===== src/sv/bucketed_hash_table_assert.svh =====
// Assertion macros for the hash table block
`ifndef BUCKETED_HASH_TABLE_ASSERT_SVH
`define BUCKETED_HASH_TABLE_ASSERT_SVH
`ifndef ASSERT_OFF
`define BHT_ASSERT_IMP(label, clk, rst, ante, cons) \
   label: assert property (@(posedge clk) disable iff (rst) (ante) |-> (cons)) \
      else $error("assertion failed");
`define BHT_ASSERT_NXT(label, clk, rst, ante, cons) \
   label: assert property (@(posedge clk) disable iff (rst) (ante) |=> (cons)) \
      else $error("assertion failed");
`else
`define BHT_ASSERT_IMP(label, clk, rst, ante, cons)
`define BHT_ASSERT_NXT(label, clk, rst, ante, cons)
`endif
`endif


===== src/sv/bht_pkg.sv =====
package bht_pkg;
   localparam int unsigned KEY_W   = 64;
   localparam int unsigned VALUE_W = 64;
   localparam int unsigned HASH_W  = 32;
   localparam logic [HASH_W-1:0] DJB2_SEED = 32'd5381;

   localparam logic [1:0] ACT_GET = 2'd0;
   localparam logic [1:0] ACT_PUT = 2'd1;
   localparam logic [1:0] ACT_DEL = 2'd2;

   localparam logic [1:0] ST_OK       = 2'd0;
   localparam logic [1:0] ST_NOTFOUND = 2'd1;
   localparam logic [1:0] ST_FULL     = 2'd2;

   typedef struct packed {
      logic [1:0]         action;
      logic [KEY_W-1:0]   key_in;
      logic [VALUE_W-1:0] value_in;
   } req_type;

   typedef struct packed {
      logic [1:0]         status;
      logic [VALUE_W-1:0] value_out;
   } rsp_type;

   // hashed request handed from front to back
   typedef struct packed {
      logic [1:0]         action;
      logic [KEY_W-1:0]   key;
      logic [VALUE_W-1:0] value;
      logic [HASH_W-1:0]  hash;
   } job_type;
endpackage


===== src/sv/bht_queue.sv =====
`include "bucketed_hash_table_assert.svh"
// Two-entry queue between front and back.
module bht_queue (
   input  logic             clock,
   input  logic             reset,
   input  logic             in_valid,
   output logic             in_ready,
   input  bht_pkg::job_type in_job,
   output logic             out_valid,
   input  logic             out_ready,
   output bht_pkg::job_type out_job
);
   import bht_pkg::*;

   job_type    mem_ff [2];
   logic       wp_ff, rp_ff;
   logic [1:0] cnt_ff;
   logic       push, pop;

   assign in_ready  = (cnt_ff != 2'd2);
   assign out_valid = (cnt_ff != 2'd0);
   assign out_job   = mem_ff[rp_ff];
   assign push      = in_valid && in_ready;
   assign pop       = out_valid && out_ready;

   always_ff @(posedge clock) begin
      if (push) mem_ff[wp_ff] <= in_job;
      if (reset) begin
         wp_ff  <= 1'b0;
         rp_ff  <= 1'b0;
         cnt_ff <= 2'd0;
      end else begin
         if (push) wp_ff <= ~wp_ff;
         if (pop) rp_ff <= ~rp_ff;
         cnt_ff <= cnt_ff + {1'b0, push} - {1'b0, pop};
      end
   end

   `BHT_ASSERT_IMP(a_cnt_max, clock, reset, 1'b1, cnt_ff <= 2'd2)
   `BHT_ASSERT_IMP(a_ptr_match, clock, reset, cnt_ff == 2'd0 || cnt_ff == 2'd2, wp_ff == rp_ff)
   `BHT_ASSERT_IMP(a_ptr_one, clock, reset, cnt_ff == 2'd1, wp_ff != rp_ff)
endmodule


===== config.mk =====
export PLATFORM = sky130hd
export DESIGN_NAME = bht_queue
export DESIGN_NICKNAME = d
export VERILOG_FILES = /design/src/sv/bht_pkg.sv /design/src/sv/bht_queue.sv
export VERILOG_INCLUDE_DIRS = /design/src /design/src/sv
export SDC_FILE = /design/constraint.sdc
export NUM_CORES = 1
export LEC_CHECK = 0
export BUFFER_PORTS_ARGS = -buffer_cell sky130_fd_sc_hd__buf_4
export CORE_MARGIN = 1
export CORE_UTILIZATION = 36
export DETAILED_ROUTE_END_ITERATION = 6
export SLEW_MARGIN = 20
export SYNTH_ARGS = -nofsm -noshare
export SYNTH_HDL_FRONTEND = slang
export SYNTH_SLANG_ARGS = --single-unit

===== constraint.sdc =====
create_clock -name clock -period 8.6 [get_ports clock]
set_input_delay 0.86 -clock clock [delete_from_list [all_inputs] [get_ports clock]]
set_output_delay 0.86 -clock clock [all_outputs]
set_load 0.005 [all_outputs]

# Word level (Yosys, flattened, before mapping)

Memories as Yosys holds them, arrays and structs flattened. A register that Yosys moved wholly into a read port is not among the register bits.
Cells that the tools add are included.

Add/subtract/negate cells: 2
Eq/ne operators: 1
Multiplexer cells: 4
Bitwise operators: 2
Reductions and logical operators: 3

Operators by type and width:

| operator                                      | number |
|---|---|
| 1-bit two-way mux                             | 4 |
| 2-bit by 1-bit adder with 2-bit output        | 1 |
| 1-bit logical AND                             | 2 |
| 2-bit inequality test (second input constant) | 1 |
| 1-bit inverter                                | 2 |
| 2-bit nonzero test                            | 1 |
| 2-bit by 1-bit subtractor with 2-bit output   | 1 |

Flip-flop bits (word level): 4
RAM bits: 324
Input port bits: 166
Output and inout port bits: 164
Logic and storage cells: 16
Memories kept: 1

Memories:

| name   | words | bits a word | rd ports | clocked after memory_dff | write ports | line            | RTL |
|---|---|---|---|---|---|---|---|
| mem_ff | 2     | 162         | 1        | 1                        | 1           | bht_queue.sv:15 | `job_type mem_ff [2];` |

# Depth between registers and ports, before layout

Depth in word-level cells: 4
Depth in mapped cells: 8
Gate-level depth less buffers: 8

# Worst setup path before layout

Ideal clock, no wire load.

Path kind: input port to flip-flop
From: input port in_valid
To: memory mem_ff[0][0] in the netlist's numbering, enable pin
Library setup time: 0.686 ns
Arrival time: 7.667 ns
Data required time: 7.914 ns
Slack: 0.248 ns
Stages: 2
Path buffers: 0
Cells stage by stage: nand2_1 -> nor2_1

Cells in the longest elaborated chain, start to end: 3

RTL lines:

| item                                    | line            | RTL |
|---|---|---|
| from (decl)                             | bht_queue.sv:6  | `input logic in_valid,` |
| 1-bit logical AND                       | bht_queue.sv:23 | `assign push = in_valid && in_ready;` |
| 1-bit two-way mux                       | bht_queue.sv:27 | `if (push) mem_ff[wp_ff] <= in_job;` |
| 1-bit two-way mux (not written as such) | bht_queue.sv:27 |  |
| to (decl)                               | bht_queue.sv:15 |  |

Every way passes these cells.

==> impl_metrics.csv <==
group,metric,value,unit
run_status,status,"finished clean",
detailed_routing,wl_per_cell,17.9,um
clocking,cts.hold.buffers_added,0,
clocking,cts_tree,"done",
timing,finalWorstSetupSlack,4.70,ns
placement,hpwl,15200,um
synth,syn_nets,696,
die,die_h,186,um
min_path,hold_class,"in -> reg",
clocking,clock_latency,0.51,ns
power_and_ir_drop,vdd_drop_max,0.178,mV
clocking,cts.sinks,329,
worst_setup_path,slowest_delay,0.99,ns
power_and_ir_drop,switching_share,24.1,%
detailed_routing,num_vias,6088,
worst_setup_path,critPathMaxFanout,62,
timing,worst_pin_slew,1.01,ns
cells_and_area,synthToLayoutAreaGrowth,33.6,%
placement,pre_cts_ws,5.18,ns
worst_setup_path,crit_arrival,3.04,ns
synth,syn_area,12200,sq um
power_and_ir_drop,pwr-share-clk,31.9,%
worst_setup_path,start_kind,"flop",
timing,skew,0.0175,ns
power_and_ir_drop,seq_power_share,44.7,%
cells_and_area,layout_common_cells,"buf_4 (333), edfxtp_1 (324), mux2_2 (83)",
timing,whs,0.524,ns
timing,finalCritPeriodShare,45.4,%
synth,synth_edf_count,324,
die,io_pins,330,
timing,finalHoldViolCount,0,
detailed_routing,drt-total-wl,24200,um
clocking,cts_inserted_buffers,36,
clocking,clkTransAtPathRegs,0.06,ns
detailed_routing,route.detailed.drc,0,
placement,io_buffers,329,
power_and_ir_drop,p_int,3570,uW
synth,synth_top_cell_by_area,"edfxtp_1",
synth,ys_seq_area_share,80.3,%
worst_setup_path,required,7.74,ns
grt,grt_start_max_net_pins,163,
detailed_routing,drtIter0Drc,271,
worst_setup_path,critPathSlowestCell,"dfxtp_4",
synth,syn_area_per_cell,23.2,sq um
run,cap_viol_max_count,0,
clocking,post_cts_buffers,0,
die,fp.dieW,186,um
placement,gp_congestion,0.694,
timing,period_minus_slack,3.90,ns
synth,synth_ff_type,"edfxtp_1",
clocking,clockRootBuffer,"clkbuf_16",
cells_and_area,multi_input_area,2260,sq um
synth,yosysUniqueCellTypes,17,
cells_and_area,drive_above_1_share,61.2,%
synth,synth_cells,528,
power_and_ir_drop,p_leak,0.00619,uW
power_and_ir_drop,p_switching,1140,uW
timing,drv_slew,0,
worst_setup_path,critical_path_class,"reg -> out",
synth,ys_seq_elements,329,
grt,grt.total_usage,13.5,%
synth,synth-async-reset-ratio,0,%
clocking,cts_buffer_depth,3,
clocking,htreeDepth,2,
grt,grt_pass1_wl,36300,um
timing,fin_tns_setup,0,ns
timing,setup-violations-final,0,
grt,antenna_found_initial,1,
worst_setup_path,critPathMostFrequentCell,"buf_4",
cells_and_area,seq_area,9830,sq um
grt,grt_remaining_overflow,0,
detailed_routing,dr.pass1.iters,4,
timing,rsz0062_at_grt,"no",
clocking,cts_resized,0,
die,core,33400,sq um
grt,grt_pass1_vias,6313,
timing,max_freq,256,MHz
cells_and_area,final_nets,1050,
synth,yosysWarnings,0,
cells_and_area,final_common_cell,"buf_4",
cells_and_area,nFillCells,2821,
die,start_util,36.6,%
detailed_routing,ant_nets,0,
detailed_routing,via_per_inst,4.49,
die,fp.dieArea,34700,sq um
timing,slew-limit-headroom,32.5,%
synth,netlist.area_leader.share,79.5,%
worst_setup_path,worstPathCellList,"buf_4 -> mux2_2 -> buf_4",
synth,synth_top_cells_by_area,"edfxtp_1 (80%), mux2_4 (9.8%), mux2_2 (7.6%)",
power_and_ir_drop,p_per_area,288,nW/um^2
power_and_ir_drop,combPwrFrac,23.5,%
worst_setup_path,endpoint_kind,"output port",
die,fp-row-count,67,
-- Yosys cell counts, drive strengths merged (2+ instances only) --
library cell,count
dfxtp,5
mux2,163
nor2b,2
nor2,5
edfxtp,324
xnor2,2
ha,2
buf,18
-- power groups by stage --
stage | Sequential [uW] | Combinational (uW) | Clock [uW]
global placement | 2130 | 1130 | 0
global route | 2130 | 1180 | 1610
finish | 2100 | 1100 | 1500
CTS | 2110 | 1130 | 1550
detailed placement | 2140 | 1130 | 0
floorplan | 2130 | 629 | 0
-- registers in the layout, summed over array words and instances (netlist names), named ones only --
signal,flops
wp_ff,1
mem_ff,324
rp_ff,1
cnt_ff,2
-- worst max-delay path: cells and delay by family (launching register included) --
family | cells | cell delay [ns]
buffers and inverters | 2 | 1.01
DFF | 1 | 0.99
muxes | 1 | 0.42
-- worst paths after layout --
check	startpoint	endpoint	slack (ns)	cells past startpoint
min	in_job[45]	mem_ff[1][45]	0.52	1
max reg2reg	cnt_ff[0]	mem_ff[1][150]	6.16	3
max	flop	out_job[34]	4.70	3
min reg2reg	rp_ff	flop	0.55	2
-- layout make-up --
type | instances | share of cell area [%]
clock buffers | 46 | 6.06
well taps | 448 | 3.43
inverters | 1 | 0.0230
diodes | 1 | 0.0153
multi-input cells | 180 | 13.8
repair buffers | 334 | 15.4
clock inverters | 17 | 1.04
flip-flops and latches | 329 | 60.2
-- metal layers --
layer,global-route usage (%),share of wire (%),vias up
met5,0,0,-
met4,4.23,2.4,0
met3,5.21,8.7,43
met2,22.3,49,226
met1,16.3,40,3006
li1,-,-,2813
-- cell families (layout without fill, tap and decap cells) --
kind of cell | Yosys count | count (layout) | share of synthesized area [%]
simple gates | 11 | 11 | 0.440
fa+ha+maj | 2 | 2 | 0.205
xor+xnor | 3 | 3 | 0.215
compound gates | 1 | 1 | 0.0614
other cells | 0 | 1 | 0
mux | 163 | 163 | 17.5
flops | 329 | 329 | 80.3
buf+inv | 19 | 398 | 1.28
-- per-stage QoR --
step	power (uW)	instance area [sq um]	util, %	instances
6_report	4710	16300	48.9	1356
4_1_cts	4790	16300	48.8	1355
3_5_place_dp	3270	15200	45.4	1292
2_1_floorplan	2760	12200	-	528
5_1_grt	4920	16300	48.9	1356
3_3_place_gp	3260	15200	45.4	1292
No activity file was read; power rests on OpenSTA's default activity.
